==> src/rtl/prbc_pkg.sv <==
// Shared types and constants for the packet ring buffer with commit.
// Used by prbc_front, prbc_back, prbc_outq and the top level.
`default_nettype none

package prbc_pkg;

    // Request codes as they arrive on req_type
    localparam logic [1:0] REQ_WR_HDR  = 2'd0;
    localparam logic [1:0] REQ_WR_DATA = 2'd1;
    localparam logic [1:0] REQ_READ    = 2'd2;
    localparam logic [1:0] REQ_ACK     = 2'd3;

    // Queue sizes between the parts
    localparam int CQ_DEPTH = 2;
    localparam int CQ_AW    = 1;
    localparam int CQ_CW    = 2;
    localparam int OQ_DEPTH = 4;
    localparam int OQ_AW    = 2;
    localparam int OQ_CW    = 3;

    typedef enum logic [1:0] {
        OP_HDR,
        OP_DATA,
        OP_READ,
        OP_ACK
    } op_t;

    typedef enum logic [1:0] {
        ST_OK,
        ST_OVF,
        ST_EMPTY
    } status_t;

    // One classified command from the front to the back
    typedef struct packed {
        op_t        op;
        logic [6:0] length;
        logic [7:0] data_byte;
    } cmd_t;

    // One result word
    typedef struct packed {
        status_t    status;
        logic [7:0] data_byte;
        logic [5:0] pending_count;
        logic       last;
    } res_t;

endpackage

`default_nettype wire

==> src/rtl/prbc_front.sv <==
// Front part: accepts request words, classifies them and queues commands.
// Depends on prbc_pkg for the command type and request codes.
`default_nettype none

module prbc_front (
    input  wire logic               clk,
    input  wire logic               rst_n,
    input  wire logic               push,
    output logic                    full,
    input  wire logic [1:0]         req_type,
    input  wire logic [6:0]         length,
    input  wire logic [7:0]         data_byte,
    output logic                    cmd_valid,
    output prbc_pkg::cmd_t          cmd,
    input  wire logic               cmd_take
);

    prbc_pkg::cmd_t                  cq_mem [prbc_pkg::CQ_DEPTH];
    logic [prbc_pkg::CQ_AW-1:0]      wr_ptr_reg, wr_ptr_next;
    logic [prbc_pkg::CQ_AW-1:0]      rd_ptr_reg, rd_ptr_next;
    logic [prbc_pkg::CQ_CW-1:0]      count_reg, count_next;
    prbc_pkg::cmd_t                  in_cmd;
    logic                            do_push;

    // Classify the request code
    always_comb
    begin
        in_cmd.length    = length;
        in_cmd.data_byte = data_byte;
        unique case (req_type)
            prbc_pkg::REQ_WR_HDR:  in_cmd.op = prbc_pkg::OP_HDR;
            prbc_pkg::REQ_WR_DATA: in_cmd.op = prbc_pkg::OP_DATA;
            prbc_pkg::REQ_READ:    in_cmd.op = prbc_pkg::OP_READ;
            prbc_pkg::REQ_ACK:     in_cmd.op = prbc_pkg::OP_ACK;
            default:               in_cmd.op = prbc_pkg::OP_ACK;
        endcase
    end

    assign full      = (count_reg == prbc_pkg::CQ_CW'(prbc_pkg::CQ_DEPTH));
    assign do_push   = push && !full;
    assign cmd_valid = (count_reg != '0);
    assign cmd       = cq_mem[rd_ptr_reg];

    // Advance queue pointers and count
    always_comb
    begin
        wr_ptr_next = wr_ptr_reg;
        rd_ptr_next = rd_ptr_reg;
        count_next  = count_reg;
        if (do_push)
        begin
            wr_ptr_next = wr_ptr_reg + 1'b1;
        end
        if (cmd_take)
        begin
            rd_ptr_next = rd_ptr_reg + 1'b1;
        end
        if (do_push && !cmd_take)
        begin
            count_next = count_reg + 1'b1;
        end
        else if (!do_push && cmd_take)
        begin
            count_next = count_reg - 1'b1;
        end
    end

    always_ff @(posedge clk or negedge rst_n)
    begin
        if (!rst_n)
        begin
            wr_ptr_reg <= '0;
            rd_ptr_reg <= '0;
            count_reg  <= '0;
        end
        else
        begin
            wr_ptr_reg <= wr_ptr_next;
            rd_ptr_reg <= rd_ptr_next;
            count_reg  <= count_next;
        end
    end

    // Hold queued commands
    always_ff @(posedge clk)
    begin
        if (do_push)
        begin
            cq_mem[wr_ptr_reg] <= in_cmd;
        end
    end

endmodule

`default_nettype wire

==> src/rtl/prbc_back.sv <==
// Back part: ring pointers, byte store, read streaming and result staging.
// Depends on prbc_pkg for command and result types.
`default_nettype none

module prbc_back #(
    parameter int DEPTH = 64
) (
    input  wire logic                        clk,
    input  wire logic                        rst_n,
    input  wire logic                        cmd_valid,
    input  wire prbc_pkg::cmd_t              cmd,
    output logic                             cmd_take,
    input  wire logic [prbc_pkg::OQ_CW-1:0]  oq_count,
    output logic                             res_valid,
    output prbc_pkg::res_t                   res
);

    localparam int PW = $clog2(DEPTH);
    localparam logic [PW-1:0] LAST_IDX = PW'(DEPTH - 1);

    typedef enum logic {
        S_CMD,
        S_STREAM
    } state_t;

    state_t          state_reg, state_next;
    logic [PW-1:0]   wp_reg, wp_next;
    logic [PW-1:0]   rp_reg, rp_next;
    logic [PW-1:0]   mark_reg, mark_next;
    logic [6:0]      rem_reg, rem_next;
    logic [PW-1:0]   cursor_reg, cursor_next;
    logic [PW-1:0]   sptr_reg, sptr_next;
    logic [PW-1:0]   left_reg, left_next;
    logic [PW-1:0]   total_reg, total_next;

    logic [7:0]      store_mem [DEPTH];
    logic [7:0]      mem_q_reg;

    logic            s2_valid_reg;
    prbc_pkg::res_t  s2_res_reg;
    logic            s2_mem_reg;

    logic            can_issue;
    logic            emit;
    prbc_pkg::res_t  emit_res;
    logic            emit_mem;
    logic            mem_we;
    logic [PW:0]     used_wide;
    logic [PW-1:0]   used;
    logic [PW-1:0]   free_space;
    logic [PW-1:0]   cursor_inc;
    logic [PW-1:0]   sptr_inc;

    // Count committed bytes and free space
    always_comb
    begin
        if (wp_reg >= rp_reg)
        begin
            used_wide = (PW+1)'(wp_reg) - (PW+1)'(rp_reg);
        end
        else
        begin
            used_wide = (PW+1)'(wp_reg) + (PW+1)'(DEPTH) - (PW+1)'(rp_reg);
        end
        used       = used_wide[PW-1:0];
        free_space = LAST_IDX - used;
        cursor_inc = (cursor_reg == LAST_IDX) ? '0 : cursor_reg + 1'b1;
        sptr_inc   = (sptr_reg == LAST_IDX) ? '0 : sptr_reg + 1'b1;
    end

    // Issue only with a guaranteed slot in the result queue
    assign can_issue = ((oq_count + prbc_pkg::OQ_CW'(s2_valid_reg))
                        < prbc_pkg::OQ_CW'(prbc_pkg::OQ_DEPTH));
    assign cmd_take  = cmd_valid && (state_reg == S_CMD) && can_issue;

    // Carry out one command or one streamed byte
    always_comb
    begin
        state_next  = state_reg;
        wp_next     = wp_reg;
        rp_next     = rp_reg;
        mark_next   = mark_reg;
        rem_next    = rem_reg;
        cursor_next = cursor_reg;
        sptr_next   = sptr_reg;
        left_next   = left_reg;
        total_next  = total_reg;
        emit        = 1'b0;
        emit_mem    = 1'b0;
        mem_we      = 1'b0;
        emit_res.status        = prbc_pkg::ST_OK;
        emit_res.data_byte     = '0;
        emit_res.pending_count = '0;
        emit_res.last          = 1'b1;

        unique case (state_reg)
            S_STREAM:
            begin
                if (can_issue)
                begin
                    emit     = 1'b1;
                    emit_mem = 1'b1;
                    emit_res.pending_count = 6'(total_reg);
                    emit_res.last          = (left_reg == PW'(1));
                    sptr_next = sptr_inc;
                    left_next = left_reg - 1'b1;
                    if (left_reg == PW'(1))
                    begin
                        state_next = S_CMD;
                    end
                end
            end
            S_CMD:
            begin
                if (cmd_take)
                begin
                    unique case (cmd.op)
                        prbc_pkg::OP_HDR:
                        begin
                            emit = 1'b1;
                            if ((free_space == '0) || (cmd.length > 7'(free_space)))
                            begin
                                emit_res.status = prbc_pkg::ST_OVF;
                                rem_next        = '0;
                            end
                            else
                            begin
                                rem_next    = cmd.length;
                                cursor_next = wp_reg;
                            end
                        end
                        prbc_pkg::OP_DATA:
                        begin
                            emit = 1'b1;
                            if (rem_reg == '0)
                            begin
                                emit_res.status = prbc_pkg::ST_OVF;
                            end
                            else
                            begin
                                mem_we      = 1'b1;
                                cursor_next = cursor_inc;
                                rem_next    = rem_reg - 1'b1;
                                if (rem_reg == 7'd1)
                                begin
                                    wp_next = cursor_inc;
                                end
                            end
                        end
                        prbc_pkg::OP_READ:
                        begin
                            if (used == '0)
                            begin
                                emit            = 1'b1;
                                emit_res.status = prbc_pkg::ST_EMPTY;
                            end
                            else
                            begin
                                state_next = S_STREAM;
                                sptr_next  = rp_reg;
                                left_next  = used;
                                total_next = used;
                                mark_next  = wp_reg;
                            end
                        end
                        prbc_pkg::OP_ACK:
                        begin
                            emit    = 1'b1;
                            rp_next = mark_reg;
                        end
                        default:
                        begin
                            emit = 1'b0;
                        end
                    endcase
                end
            end
            default:
            begin
                state_next = S_CMD;
            end
        endcase
    end

    // Hold state, pointers and the staged result
    always_ff @(posedge clk or negedge rst_n)
    begin
        if (!rst_n)
        begin
            state_reg    <= S_CMD;
            wp_reg       <= '0;
            rp_reg       <= '0;
            mark_reg     <= '0;
            rem_reg      <= '0;
            cursor_reg   <= '0;
            sptr_reg     <= '0;
            left_reg     <= '0;
            total_reg    <= '0;
            s2_valid_reg <= 1'b0;
        end
        else
        begin
            state_reg    <= state_next;
            wp_reg       <= wp_next;
            rp_reg       <= rp_next;
            mark_reg     <= mark_next;
            rem_reg      <= rem_next;
            cursor_reg   <= cursor_next;
            sptr_reg     <= sptr_next;
            left_reg     <= left_next;
            total_reg    <= total_next;
            s2_valid_reg <= emit;
        end
    end

    // Stage result payload
    always_ff @(posedge clk)
    begin
        if (emit)
        begin
            s2_res_reg <= emit_res;
            s2_mem_reg <= emit_mem;
        end
    end

    // Write bytes into the store
    always_ff @(posedge clk)
    begin
        if (mem_we)
        begin
            store_mem[cursor_reg] <= cmd.data_byte;
        end
    end

    // Read the streamed byte, registered
    always_ff @(posedge clk)
    begin
        if (emit_mem)
        begin
            mem_q_reg <= store_mem[sptr_reg];
        end
    end

    always_comb
    begin
        res           = s2_res_reg;
        res.data_byte = s2_mem_reg ? mem_q_reg : 8'd0;
    end

    assign res_valid = s2_valid_reg;

endmodule

`default_nettype wire

==> src/rtl/prbc_outq.sv <==
// Result queue: holds finished result words until the receiver pops them.
// Depends on prbc_pkg for the result type and queue size.
`default_nettype none

module prbc_outq (
    input  wire logic                        clk,
    input  wire logic                        rst_n,
    input  wire logic                        in_valid,
    input  wire prbc_pkg::res_t              in_res,
    input  wire logic                        pop,
    output logic                             empty,
    output logic [prbc_pkg::OQ_CW-1:0]       count,
    output prbc_pkg::res_t                   out_res
);

    prbc_pkg::res_t                  oq_mem [prbc_pkg::OQ_DEPTH];
    logic [prbc_pkg::OQ_AW-1:0]      wr_ptr_reg;
    logic [prbc_pkg::OQ_AW-1:0]      rd_ptr_reg;
    logic [prbc_pkg::OQ_CW-1:0]      count_reg, count_next;
    logic                            do_pop;

    assign empty   = (count_reg == '0);
    assign count   = count_reg;
    assign do_pop  = pop && !empty;
    assign out_res = oq_mem[rd_ptr_reg];

    // Track fill level
    always_comb
    begin
        count_next = count_reg;
        if (in_valid && !do_pop)
        begin
            count_next = count_reg + 1'b1;
        end
        else if (!in_valid && do_pop)
        begin
            count_next = count_reg - 1'b1;
        end
    end

    always_ff @(posedge clk or negedge rst_n)
    begin
        if (!rst_n)
        begin
            wr_ptr_reg <= '0;
            rd_ptr_reg <= '0;
            count_reg  <= '0;
        end
        else
        begin
            if (in_valid)
            begin
                wr_ptr_reg <= wr_ptr_reg + 1'b1;
            end
            if (do_pop)
            begin
                rd_ptr_reg <= rd_ptr_reg + 1'b1;
            end
            count_reg <= count_next;
        end
    end

    // Hold result words
    always_ff @(posedge clk)
    begin
        if (in_valid)
        begin
            oq_mem[wr_ptr_reg] <= in_res;
        end
    end

endmodule

`default_nettype wire

==> src/rtl/packet_ring_buffer_with_commit_core.sv <==
// Packet ring buffer with commit: top level.
// Instantiates prbc_front, prbc_back and prbc_outq; uses prbc_pkg.
//
// Usage:
//   Requests enter through a queue-like port: drive req_type, length and
//   data_byte with push high; the word is taken at a clock edge where full
//   is low. Results leave through a queue-like port: while empty is low the
//   oldest result sits on status, data_byte_res, pending_count and last, and
//   pop high takes it.
//   Header, data and acknowledge requests give one result word each and
//   flow at one request per cycle while no read streams and the result queue
//   has room. A read of N committed bytes gives N words (or one empty-status
//   word when nothing is pending) and holds the back end until its last byte,
//   one store read per byte. A result word passes the staging register, then
//   the result queue; a non-empty read first moves the back end to streaming.
//   A 2-word command queue parts the input from the back end, and a 4-word
//   result queue parts the back end from the receiver. When the receiver
//   stalls, the back end stops issuing once the result queue is committed,
//   the command queue fills and full rises.
//   Reset clears the pointers, the commit mark, the open write and both
//   queues. The byte store is not cleared; only written bytes are ever read.
`default_nettype none

module packet_ring_buffer_with_commit_core #(
    parameter int DEPTH = 64
) (
    input  wire logic        clk,
    input  wire logic        rst_n,
    input  wire logic        push,
    output logic             full,
    input  wire logic [1:0]  req_type,
    input  wire logic [6:0]  length,
    input  wire logic [7:0]  data_byte,
    output logic             empty,
    input  wire logic        pop,
    output logic [1:0]       status,
    output logic [7:0]       data_byte_res,
    output logic [5:0]       pending_count,
    output logic             last
);

    logic                            cmd_valid;
    prbc_pkg::cmd_t                  cmd;
    logic                            cmd_take;
    logic [prbc_pkg::OQ_CW-1:0]      oq_count;
    logic                            res_valid;
    prbc_pkg::res_t                  res;
    prbc_pkg::res_t                  out_res;

    prbc_front u_front (
        .clk       (clk),
        .rst_n     (rst_n),
        .push      (push),
        .full      (full),
        .req_type  (req_type),
        .length    (length),
        .data_byte (data_byte),
        .cmd_valid (cmd_valid),
        .cmd       (cmd),
        .cmd_take  (cmd_take)
    );

    prbc_back #(
        .DEPTH (DEPTH)
    ) u_back (
        .clk       (clk),
        .rst_n     (rst_n),
        .cmd_valid (cmd_valid),
        .cmd       (cmd),
        .cmd_take  (cmd_take),
        .oq_count  (oq_count),
        .res_valid (res_valid),
        .res       (res)
    );

    prbc_outq u_outq (
        .clk      (clk),
        .rst_n    (rst_n),
        .in_valid (res_valid),
        .in_res   (res),
        .pop      (pop),
        .empty    (empty),
        .count    (oq_count),
        .out_res  (out_res)
    );

    // Split the result word onto the ports
    assign status        = out_res.status;
    assign data_byte_res = out_res.data_byte;
    assign pending_count = out_res.pending_count;
    assign last          = out_res.last;

    // The result queue never takes a word while it is full
    a_oq_no_overflow: assert property (@(posedge clk) disable iff (!rst_n)
        !(res_valid && (oq_count == prbc_pkg::OQ_CW'(prbc_pkg::OQ_DEPTH))))
        else $error("result queue overflow");

    // The back end takes a command only when one is queued
    a_take_needs_cmd: assert property (@(posedge clk) disable iff (!rst_n)
        cmd_take |-> cmd_valid)
        else $error("command taken from an empty queue");

    // A word that is not last belongs to a read run with a byte count
    a_run_word: assert property (@(posedge clk) disable iff (!rst_n)
        (res_valid && !res.last) |->
        ((res.status == prbc_pkg::ST_OK) && (res.pending_count != 6'd0)))
        else $error("non-final word outside a read run");

    // While a word that is not last is staged, the run is still streaming
    a_run_follow: assert property (@(posedge clk) disable iff (!rst_n)
        (res_valid && !res.last) |-> !cmd_take)
        else $error("command taken in the middle of a read run");

endmodule

`default_nettype wire
==> config.mk <==
export PLATFORM = sky130hd
export DESIGN_NAME = packet_ring_buffer_with_commit_core
export DESIGN_NICKNAME = d
export VERILOG_FILES = /design/src/rtl/prbc_pkg.sv /design/src/rtl/prbc_front.sv /design/src/rtl/prbc_back.sv /design/src/rtl/prbc_outq.sv /design/src/rtl/packet_ring_buffer_with_commit_core.sv
export SDC_FILE = /design/constraint.sdc
export NUM_CORES = 1
export LEC_CHECK = 0
export ABC_CLOCK_PERIOD_IN_PS = 11600
export BUFFER_PORTS_ARGS = -buffer_cell sky130_fd_sc_hd__buf_2
export CORE_MARGIN = 4
export CORE_UTILIZATION = 45
export DETAILED_ROUTE_END_ITERATION = 8
export MAX_ROUTING_LAYER = met4
export PLACE_DENSITY = 0.72
export SLEW_MARGIN = 20
export SYNTH_ARGS = -nofsm -noshare
export SYNTH_HDL_FRONTEND = slang
export SYNTH_HIERARCHICAL = 1
export SYNTH_SLANG_ARGS = --single-unit
==> constraint.sdc <==
create_clock -name clk -period 11.6 [get_ports clk]
set_clock_uncertainty 0.05 [all_clocks]
set_input_delay 2.32 -clock clk [delete_from_list [all_inputs] [get_ports clk]]
set_output_delay 2.32 -clock clk [all_outputs]
set_load 0.03 [all_outputs]
==> flow_metrics.env, run 1 <==
export IMPL_status="finished, final reports clean"
export IMPL_multi_input_comb_area_sq_um=7160
export IMPL_dieWidth_microns=259
export IMPL_crit_required_ns=9.23
export IMPL_use_met2_pct=29.0
export IMPL_drc=0
export IMPL_worst_pin_slew_ns=1.10
export IMPL_cpPeakStageDelay_ns=0.99
export IMPL_syn_cell_area_sq_um=28200
export IMPL_synthCells=1445
export IMPL_grt_first_pass_wirelength_mm=90.7
export IMPL_synth_ff_type="edfxtp_1"
export IMPL_fmax_mhz=207
export IMPL_first_global_vias=14268
export IMPL_dp_final_hpwl_mm=35.9
export IMPL_die_area_sq_um=66800
export IMPL_clk_latency_ns=0.60
export IMPL_drtAntennaViolNets=0
export IMPL_holdPathStages=2
export IMPL_yosysTopAreaCellShare_pct=67.2
export IMPL_cap_violations=0
export IMPL_cpMaxStageDelayCell="dfrtp_1"
export IMPL_cp_end_kind="output port"
export IMPL_synth_seq_area_share_pct=72.7
export IMPL_dr_pass1_iters=5
export IMPL_ir_drop_mv=0.126
export IMPL_cts_tree="yes"
export IMPL_yosys_area_top_type="edfxtp_1"
export IMPL_grt_start_max_net_pins=70
export IMPL_finalHoldViolations=0
export IMPL_seq_area_sq_um=20500
export IMPL_rows=91
export IMPL_crit_fanout=19
export IMPL_cts_path_max_buffers=3
export IMPL_crit_buf_inv=1
export IMPL_synth_commonest_cells="632 x edfxtp_1, 162 x mux4_2, 92 x nor2_1"
export IMPL_yosysWarnings=6
export IMPL_cts_setup_buffers=0
export IMPL_stdcell_area_sq_um=31400
export IMPL_ios=40
export IMPL_largest_reg_flops=512
export IMPL_routed_via_density=5.90
export IMPL_overflow=0
export IMPL_grt_util_met3_pct=3.62
export IMPL_rsz0062_at_grt="no"
export IMPL_p_per_area_nw_per_um2=238
export IMPL_place_area_sq_um=29200
export IMPL_placedCellCount=2265
export IMPL_period_share_pct=41.6
export IMPL_place_ws_ns=7.34
export IMPL_numCtsBuffers=69
export IMPL_cpLargestDelayFamily="flip-flops"
export IMPL_core_area_sq_um=61900
export IMPL_initial_core_util_pct=45.6
export IMPL_top_regs="u_back/store_mem: 512 flops, u_outq/oq_mem: 68 flops, u_front/cq_mem: 34 flops"
export IMPL_antenna_diode_count=0
export IMPL_gp_congestion=0.838
export IMPL_gr_usage_met1_pct=24.8
export IMPL_hp_class="reg -> reg"
export IMPL_slew_viol_final=0
export IMPL_cts_clk_slew_worst_paths_ns=0.06
export IMPL_timing_final_ws_setup_ns=6.78
export IMPL_path_cells="mux4_1 > buf_2"
export IMPL_synth_area_leaders="edfxtp_1 67%, mux4_2 13%, dfrtp_1 5.5%, nor2_1 1.2%, ha_1 1.1%"
export IMPL_synth_most_common_cell="edfxtp_1"
export IMPL_top_register="u_back/store_mem"
export IMPL_reg2regPathDepth=15
export IMPL_synth_fp_nets=1493
export IMPL_layout_drive_gt1_share_pct=24.1
export IMPL_cts_hold_buf=0
export IMPL_wirelength_mm=59.3
export IMPL_layout_cells_non_filler=2390
export IMPL_leakage_uw=0.0103
export IMPL_ys_ff_latch=694
export IMPL_fillers=4885
export IMPL_ctsHtreeMaxLevel=3
export IMPL_area_growth_syn_to_layout_pct=11.3
export IMPL_setup_viol=0
export IMPL_die_height_microns=259
export IMPL_grt_antenna_before_repair=0
export IMPL_async_reset_ff_share_pct=8.93
export IMPL_synth_edf_count=632
export IMPL_critPathLaunchType="register"
export IMPL_ctsResizeCount=0
export IMPL_worst_slew_margin_rel_pct=26.3
export IMPL_track_usage_pct=18.4
export IMPL_wl_per_cell_microns=24.8
export IMPL_cts_root_buf="clkbuf_16"
export IMPL_min_period_ns=4.82
export IMPL_grt_busiest_layer="met2"
export IMPL_path_depth=2
export IMPL_path_class="reg -> out"
export IMPL_final_nets=1548
export IMPL_vias=14097
export IMPL_yosysUniqueCellTypes=69
export IMPL_drt_iter0_markers=1589
export IMPL_syn_avg_cell_area_sq_um=19.5
export IMPL_fin_setup_tns_ns=0
export IMPL_cts_sinks=694
export IMPL_critPathArrivalTime_ns=2.45
export IMPL_portBuffers=39
export IMPL_fin_util_pct=50.7
[metrics by stage]
step / power [uW] / hold slack (ns)
final: 7480 / 0.432
after global routing: 7810 / 0.469
after CTS: 7530 / 0.432
after detailed placement: 5360 / 0.417
after global placement: 5290 / 0.411
after floorplan: 4760 / 0.392
[kinds of logic (layout without fill, tap and decap cells)]
family                     count (synthesis)  count (layout)  share of synthesized area [%]
DFF                                      694             694                           72.7
buffers and inverters                    107             215                           1.98
adders and majority gates                 27              27                           1.25
muxes                                    217             217                           15.7
AOI/OAI and AO/OA                        125             125                           3.33
and+or+nand+nor                          256             256                           4.38
xor gates and xnor gates                  19              19                          0.656
[routing by layer]
| metal | wire [microns] | up-vias |
|---|---|---|
| li1 | - | 5965 |
| met1 | 23900 | 7375 |
| met2 | 29300 | 637 |
| met3 | 4640 | 120 |
| met4 | 1390 | 0 |
| met5 | 0 | - |
[tightest hold or removal path, delay by kind of cell, from the launching register on]
family | cells | cell delay (ns)
compound gates | 1 | 0.06
simple gates | 1 | 0.05
flops | 1 | 0.34
[layout by cell type, fill, tap and decap left out, types with 10 or more instances in the layout]
cell	instances
a21oi_1	23
inv_1	35
nor3_1	11
xnor2_1	10
mux4_2	162
clkbuf_16	73
and2_1	14
nand3_1	24
nand2_1	49
edfxtp_1	632
mux2_4	13
nor2b_1	14
ha_1	25
and3_1	12
clkbuf_1	15
clkinv_1	15
nor2_1	92
buf_2	39
buf_4	15
mux2i_1	12
mux2_2	21
o21ai_0	28
clkinv_2	12
dfrtp_1	59
[report_power, final]
group          internal, uW  switching, uW  leakage [uW]
clock network          1280            895       0.00109
logic                   730           1160       0.00268
registers              3210            196       0.00652
[final timing paths]
| check | startpoint | endpoint | slack, ns |
|---|---|---|---|
| min in group asynchronous | rst_n | u_back/res_valid | 1.67 |
| max in group asynchronous | rst_n | u_back/sptr_reg[0] | 8.83 |
| setup / recovery | u_outq/rd_ptr_reg[0] | data_byte_res[0] | 6.78 |
| setup reg to reg | u_back/wp_reg[0] | u_back/cursor_reg[5] | 7.52 |
| hold reg to reg | u_back/mark_reg[2] | u_back/rp_reg[2] | 0.43 |
| hold / removal | u_back/mark_reg[2] | u_back/rp_reg[2] | 0.43 |
[area by class of cell]
type                            instances  area share [%]
Clock buffer                           92            6.17
Clock inverter                         32           0.860
Inverter                               36           0.430
Multi-Input combinational cell        644            22.8
Sequential cell                       694            65.4
Tap cell                              837            3.33
Timing Repair Buffer                   55            1.07
Note: power is estimated with default switching activity, not from simulation.
==> run 2, diff against run 1 <==
--- a/config.mk
+++ b/config.mk
@@ -5,7 +5,7 @@
 export SDC_FILE = /design/constraint.sdc
 export NUM_CORES = 1
 export LEC_CHECK = 0
-export ABC_CLOCK_PERIOD_IN_PS = 11600
+export ABC_CLOCK_PERIOD_IN_PS = 4600
 export BUFFER_PORTS_ARGS = -buffer_cell sky130_fd_sc_hd__buf_2
 export CORE_MARGIN = 4
 export CORE_UTILIZATION = 45
==> constraint.sdc (replaced) <==
create_clock -name clk -period 4.6 [get_ports clk]
set_clock_uncertainty 0.05 [all_clocks]
set_input_delay 0.92 -clock clk [delete_from_list [all_inputs] [get_ports clk]]
set_output_delay 0.92 -clock clk [all_outputs]
set_load 0.03 [all_outputs]
==> run 2 against run 1 <==
  * Routed wire length is 2.5% lower
  * First-iteration DRC count is 6.2% higher
  * Via count is 0.79% lower
  * Register-to-register slack worse by 7.0 ns
  * Sequential share of layout area is 0.56 points lower
  * Global-route usage is 0.31 points lower
  * Setup slack worse by 6.2 ns
  * Non-clock buffer count is 7 higher
  * Utilization is 0.44 points higher
  * Critical path type is now reg -> reg
  * Largest cell class unchanged
==> flow_metrics.env, run 2 (synthesized netlist as in run 1, its figures left out) <==
export IMPL_slew_viol_final=0
export IMPL_cts_sinks=694
export IMPL_layout_commonest_cell="edfxtp_1"
export IMPL_layout_drive_gt1_share_pct=24.7
export IMPL_cts_root_buf="clkbuf_16"
export IMPL_min_period_ns=4.05
export IMPL_power_switching_uw=5760
export IMPL_cts_hold_buf=0
export IMPL_vias=13986
export IMPL_ir_drop_mv=0.312
export IMPL_largest_reg_flops=512
export IMPL_cts_setup_buffers=0
export IMPL_initial_core_util_pct=45.6
export IMPL_rsz0062_at_grt="no"
export IMPL_status="finished, final reports clean"
export IMPL_p_per_area_nw_per_um2=609
export IMPL_switching_share_pct=29.8
export IMPL_crit_fanout=7
export IMPL_cts_tree="yes"
export IMPL_core_area_sq_um=61900
export IMPL_routed_via_density=5.82
export IMPL_numCtsBuffers=70
export IMPL_fin_setup_tns_ns=0
export IMPL_die_area_sq_um=66800
export IMPL_drc=0
export IMPL_wl_per_cell_microns=24.0
export IMPL_path_class="reg -> reg"
export IMPL_total_power_uw=19300
export IMPL_cts_clk_slew_worst_paths_ns=0.06
export IMPL_critPathLaunchType="register"
export IMPL_cts_path_max_buffers=3
export IMPL_power_frac_comb_pct=24.9
export IMPL_dr_pass1_iters=6
export IMPL_final_cell_mix="632 x edfxtp_1, 162 x mux4_2, 92 x nor2_1"
export IMPL_drtAntennaViolNets=0
export IMPL_worst_pin_slew_ns=1.00
export IMPL_hp_class="in -> async"
export IMPL_top_register="u_back/store_mem"
export IMPL_ctsHtreeMaxLevel=3
export IMPL_gp_congestion=0.852
export IMPL_fmax_mhz=247
export IMPL_p_seq_share_pct=44.8
export IMPL_dieWidth_microns=259
export IMPL_top_regs="u_back/store_mem: 512 flops, u_outq/oq_mem: 68 flops, u_front/cq_mem: 34 flops"
export IMPL_regToRegSetupSlack_ns=0.55
export IMPL_leakage_uw=0.0104
export IMPL_finalHoldViolations=0
export IMPL_area_growth_syn_to_layout_pct=12.2
export IMPL_ctsResizeCount=0
export IMPL_rows=91
export IMPL_worst_slew_margin_rel_pct=33.1
export IMPL_overflow=0
export IMPL_intPower_uw=13500
export IMPL_first_global_vias=14170
export IMPL_die_height_microns=259
export IMPL_cap_violations=0
export IMPL_cp_end_kind="register"
export IMPL_setup_viol=0
export IMPL_final_nets=1556
export IMPL_dp_final_hpwl_mm=35.7
export IMPL_grt_start_max_net_pins=65
export IMPL_grt_antenna_before_repair=1
export IMPL_pwr_share_clk_pct=30.3
export IMPL_track_usage_pct=18.1
export IMPL_portBuffers=39
export IMPL_ios=40
export IMPL_crit_required_ns=5.03
export IMPL_grt_first_pass_wirelength_mm=89.4
export IMPL_drt_iter0_markers=1688
export IMPL_clk_latency_ns=0.60
export IMPL_period_share_pct=88.1
export IMPL_critPathArrivalTime_ns=4.48
export IMPL_wirelength_mm=57.8
[run 2: worst paths after layout]
check / startpoint / end / depth (start not counted)
setup / recovery: u_back/wp_reg[0] / u_back/cursor_reg[0] / 15
hold / removal: rst_n / u_back/res_valid / 1
setup reg to reg: u_back/wp_reg[0] / u_back/cursor_reg[0] / 15
hold reg to reg: u_back/mark_reg[2] / u_back/rp_reg[2] / 2
max in group asynchronous: rst_n / u_back/sptr_reg[1] / 2
min in group clk: u_back/mark_reg[2] / u_back/rp_reg[2] / 2
[run 2: power by group through the flow]
stage | Sequential, uW | Clock [uW] | Combinational, uW
final | 8630 | 5840 | 4810
after global routing | 8710 | 6250 | 5190
after CTS | 8640 | 5960 | 4850
after detailed placement | 8760 | 0 | 4820
after global placement | 8730 | 0 | 4700
after floorplan | 8370 | 0 | 3640
[run 2: through the flow]
step	setup WS [ns]	hold slack, ns	util [%]	cell area [sq um]	instances
3_5_place_dp	0.592	0.421	47.3	29300	2273
2_1_floorplan	0.906	0.392	-	28200	1445
4_1_cts	0.590	0.307	51.2	31700	2403
3_3_place_gp	0.636	0.417	47.3	29300	2273
6_report	0.548	0.319	51.2	31700	2404
5_1_grt	0.321	0.354	51.2	31700	2404
[run 2: area by class of cell]
type	instances	area, sq um
repair buffers	62	430
well taps	837	1050
clock inverters	34	435
diodes	1	2.50
flip-flops and latches	694	20500
clock buffers	96	1950
inverters	36	135
fillers	4790	30200
multi-input cells	644	7150
[run 2: worst max-delay path: stages (launching register included)]
cell	delay, ns
dfrtp_1	0.41
inv_1	0.07
ha_1	0.16
inv_1	0.05
fa_1	0.41
a21o_1	0.18
a21oi_1	0.33
xor2_4	0.32
inv_1	0.13
ha_1	0.31
a21o_1	0.16
a211o_1	0.28
o22ai_1	0.27
o41ai_4	0.21
o21ai_2	0.27
mux2_4	0.32
[run 2: routing by layer]
layer / up-vias / global-route usage (%) / part of all wire, %
met2: 523 / 28.5 / 50
met5: - / - / 0
li1: 5988 / - / -
met1: 7393 / 24.7 / 41
met3: 82 / 2.93 / 6.7
met4: 0 / 5.20 / 2.0
==> run 3, diff against run 2 <==
--- a/config.mk
+++ b/config.mk
@@ -8,10 +8,10 @@
 export ABC_CLOCK_PERIOD_IN_PS = 4600
 export BUFFER_PORTS_ARGS = -buffer_cell sky130_fd_sc_hd__buf_2
 export CORE_MARGIN = 4
-export CORE_UTILIZATION = 45
+export CORE_UTILIZATION = 48
 export DETAILED_ROUTE_END_ITERATION = 8
 export MAX_ROUTING_LAYER = met4
-export PLACE_DENSITY = 0.72
+export PLACE_DENSITY = 0.75
 export SLEW_MARGIN = 20
 export SYNTH_ARGS = -nofsm -noshare
 export SYNTH_HDL_FRONTEND = slang
==> run 3 against run 2 <==
  * Clock power decreased by 8.0%
  * Sequential power about the same
  * Highest routed layer unchanged
  * Register-to-register slack worse by 0.05 ns
  * Setup slack worse by 0.046 ns
  * Flip-flop and latch count unchanged
  * Combinational power is essentially flat
==> flow_metrics.env, run 3 (synthesized netlist as in run 1, its figures left out) <==
export IMPL_status="finished, final reports clean"
export IMPL_vias=13976
export IMPL_cts_root_buf="clkbuf_16"
export IMPL_grt_antenna_before_repair=0
export IMPL_antenna_diode_count=0
export IMPL_routed_via_density=6.02
export IMPL_cts_clk_slew_worst_paths_ns=0.06
export IMPL_pwr_share_clk_pct=28.5
export IMPL_path_cells="inv_1 > ha_1 > inv_1 > fa_1 > a21o_1 > a21oi_1 > xor2_4 > inv_1 > ha_1 > a21o_1 > a211o_1 > o22ai_1 > o41ai_4 > o21ai_2 > mux2_4"
export IMPL_final_nets=1553
export IMPL_drtAntennaViolNets=0
export IMPL_crit_required_ns=5.03
export IMPL_worst_slew_margin_rel_pct=30.3
export IMPL_hp_class="in -> async"
export IMPL_core_area_sq_um=57900
export IMPL_layout_cells_non_filler=2321
export IMPL_crit_fanout=7
export IMPL_initial_core_util_pct=48.8
export IMPL_wl_per_cell_microns=25.0
export IMPL_slew_viol_final=0
export IMPL_ios=40
export IMPL_intPower_uw=13100
export IMPL_wirelength_mm=58.1
export IMPL_cts_tree="yes"
export IMPL_leakage_uw=0.0103
export IMPL_largest_reg_flops=512
export IMPL_first_global_vias=14095
export IMPL_crit_top_cell="inv_1"
export IMPL_crit_buf_inv=3
export IMPL_power_frac_comb_pct=25.7
export IMPL_die_area_sq_um=62800
export IMPL_place_area_sq_um=29200
export IMPL_cts_setup_buffers=0
export IMPL_cap_violations=0
export IMPL_ctsHtreeMaxLevel=3
export IMPL_clk_latency_ns=0.59
export IMPL_period_share_pct=89.1
export IMPL_switching_share_pct=30.3
export IMPL_grt_start_max_net_pins=65
export IMPL_dieWidth_microns=251
export IMPL_finalHoldViolations=0
export IMPL_p_per_area_nw_per_um2=600
export IMPL_cts_sinks=694
export IMPL_overflow=0
export IMPL_cts_path_max_buffers=3
export IMPL_rsz0062_at_grt="no"
export IMPL_ir_drop_mv=0.435
export IMPL_top_register="u_back/store_mem"
export IMPL_critPathArrivalTime_ns=4.53
export IMPL_track_usage_pct=19.2
export IMPL_cpPeakStageDelay_ns=0.41
export IMPL_fillers=4359
export IMPL_total_power_uw=18800
export IMPL_setup_viol=0
export IMPL_multi_input_comb_area_sq_um=7150
export IMPL_stdcell_area_sq_um=31400
export IMPL_min_period_ns=4.10
export IMPL_seq_area_sq_um=20500
export IMPL_ctsResizeCount=0
export IMPL_cpMaxStageDelayCell="dfrtp_1"
export IMPL_final_cell_mix="632 x edfxtp_1, 162 x mux4_2, 92 x nor2_1"
export IMPL_grt_first_pass_wirelength_mm=89.5
export IMPL_area_growth_syn_to_layout_pct=11.1
export IMPL_worst_pin_slew_ns=1.05
export IMPL_p_seq_share_pct=45.8
export IMPL_numCtsBuffers=69
export IMPL_placedCellCount=2199
export IMPL_drt_iter0_markers=1315
export IMPL_gp_congestion=0.813
export IMPL_dr_pass1_iters=6
export IMPL_drc=0
export IMPL_power_switching_uw=5700
export IMPL_top_regs="u_back/store_mem: 512 flops, u_outq/oq_mem: 68 flops, u_front/cq_mem: 34 flops"
export IMPL_cpLargestDelayFamily="compound AO/OA/AOI/OAI gates"
export IMPL_critPathLaunchType="register"
export IMPL_cts_hold_buf=0
export IMPL_fin_setup_tns_ns=0
export IMPL_path_class="reg -> reg"
export IMPL_layout_drive_gt1_share_pct=24.1
export IMPL_rows=88
export IMPL_layout_commonest_cell="edfxtp_1"
export IMPL_portBuffers=39
export IMPL_dp_final_hpwl_mm=35.2
export IMPL_cp_end_kind="register"
export IMPL_fmax_mhz=244
export IMPL_die_height_microns=251
[run 3: final cells by class]
type / instances / share of cell area (%)
clock buffers: 92 / 6.12
repair buffers: 60 / 1.32
flip-flops and latches: 694 / 65.5
clock inverters: 30 / 0.782
multi-input cells: 644 / 22.8
inverters: 36 / 0.431
well taps: 765 / 3.05
[run 3: routing by layer]
metal,GRT usage (%),vias up,share of wire (%)
met3,3.84,83,8.2
met5,-,-,0
met2,30.7,617,50
met1,25.9,7312,39
met4,4.45,0,2.1
li1,-,5964,-
[run 3: worst reg2reg max path, cell delays in order, from the launching register on]
cell and delay, ns:
dfrtp_1 0.41, inv_1 0.07, ha_1 0.16, inv_1 0.06, fa_1 0.41, a21o_1 0.19
a21oi_1 0.35, xor2_4 0.32, inv_1 0.13, ha_1 0.32, a21o_1 0.17, a211o_1 0.29
o22ai_1 0.25, o41ai_4 0.20, o21ai_2 0.27, mux2_4 0.33
[run 3: stage by stage]
| stage | utilization [%] | hold slack [ns] | setup slack, ns |
|---|---|---|---|
| after global placement | 50.4 | 0.415 | 0.657 |
| after floorplan | - | 0.392 | 0.906 |
| after detailed placement | 50.4 | 0.420 | 0.523 |
| after global routing | 54.2 | 0.445 | 0.312 |
| final | 54.2 | 0.422 | 0.502 |
| after CTS | 54.1 | 0.426 | 0.507 |
[run 3: path summary, 6_finish.rpt]
| path | start | to | slack (ns) | depth (start not counted) |
|---|---|---|---|---|
| setup / recovery | u_back/wp_reg[0] | u_back/cursor_reg[1] | 0.50 | 15 |
| hold / removal | rst_n | u_back/rp_reg[1] | 0.42 | 1 |
| setup reg to reg | u_back/wp_reg[0] | u_back/cursor_reg[1] | 0.50 | 15 |
| hold reg to reg | u_back/mark_reg[1] | u_back/rp_reg[1] | 0.43 | 2 |
| max in group asynchronous | rst_n | u_back/rem_reg[3] | 3.21 | 2 |
| min in group clk | u_back/mark_reg[1] | u_back/rp_reg[1] | 0.43 | 2 |
[run 3: power groups by stage]
| stage | registers [uW] | logic, uW | clock network [uW] |
|---|---|---|---|
| CTS | 8630 | 4860 | 5490 |
| finish | 8620 | 4840 | 5370 |
| global placement | 8710 | 4670 | 0 |
| floorplan | 8370 | 3640 | 0 |
| detailed placement | 8750 | 4820 | 0 |
| global route | 8700 | 5180 | 5790 |
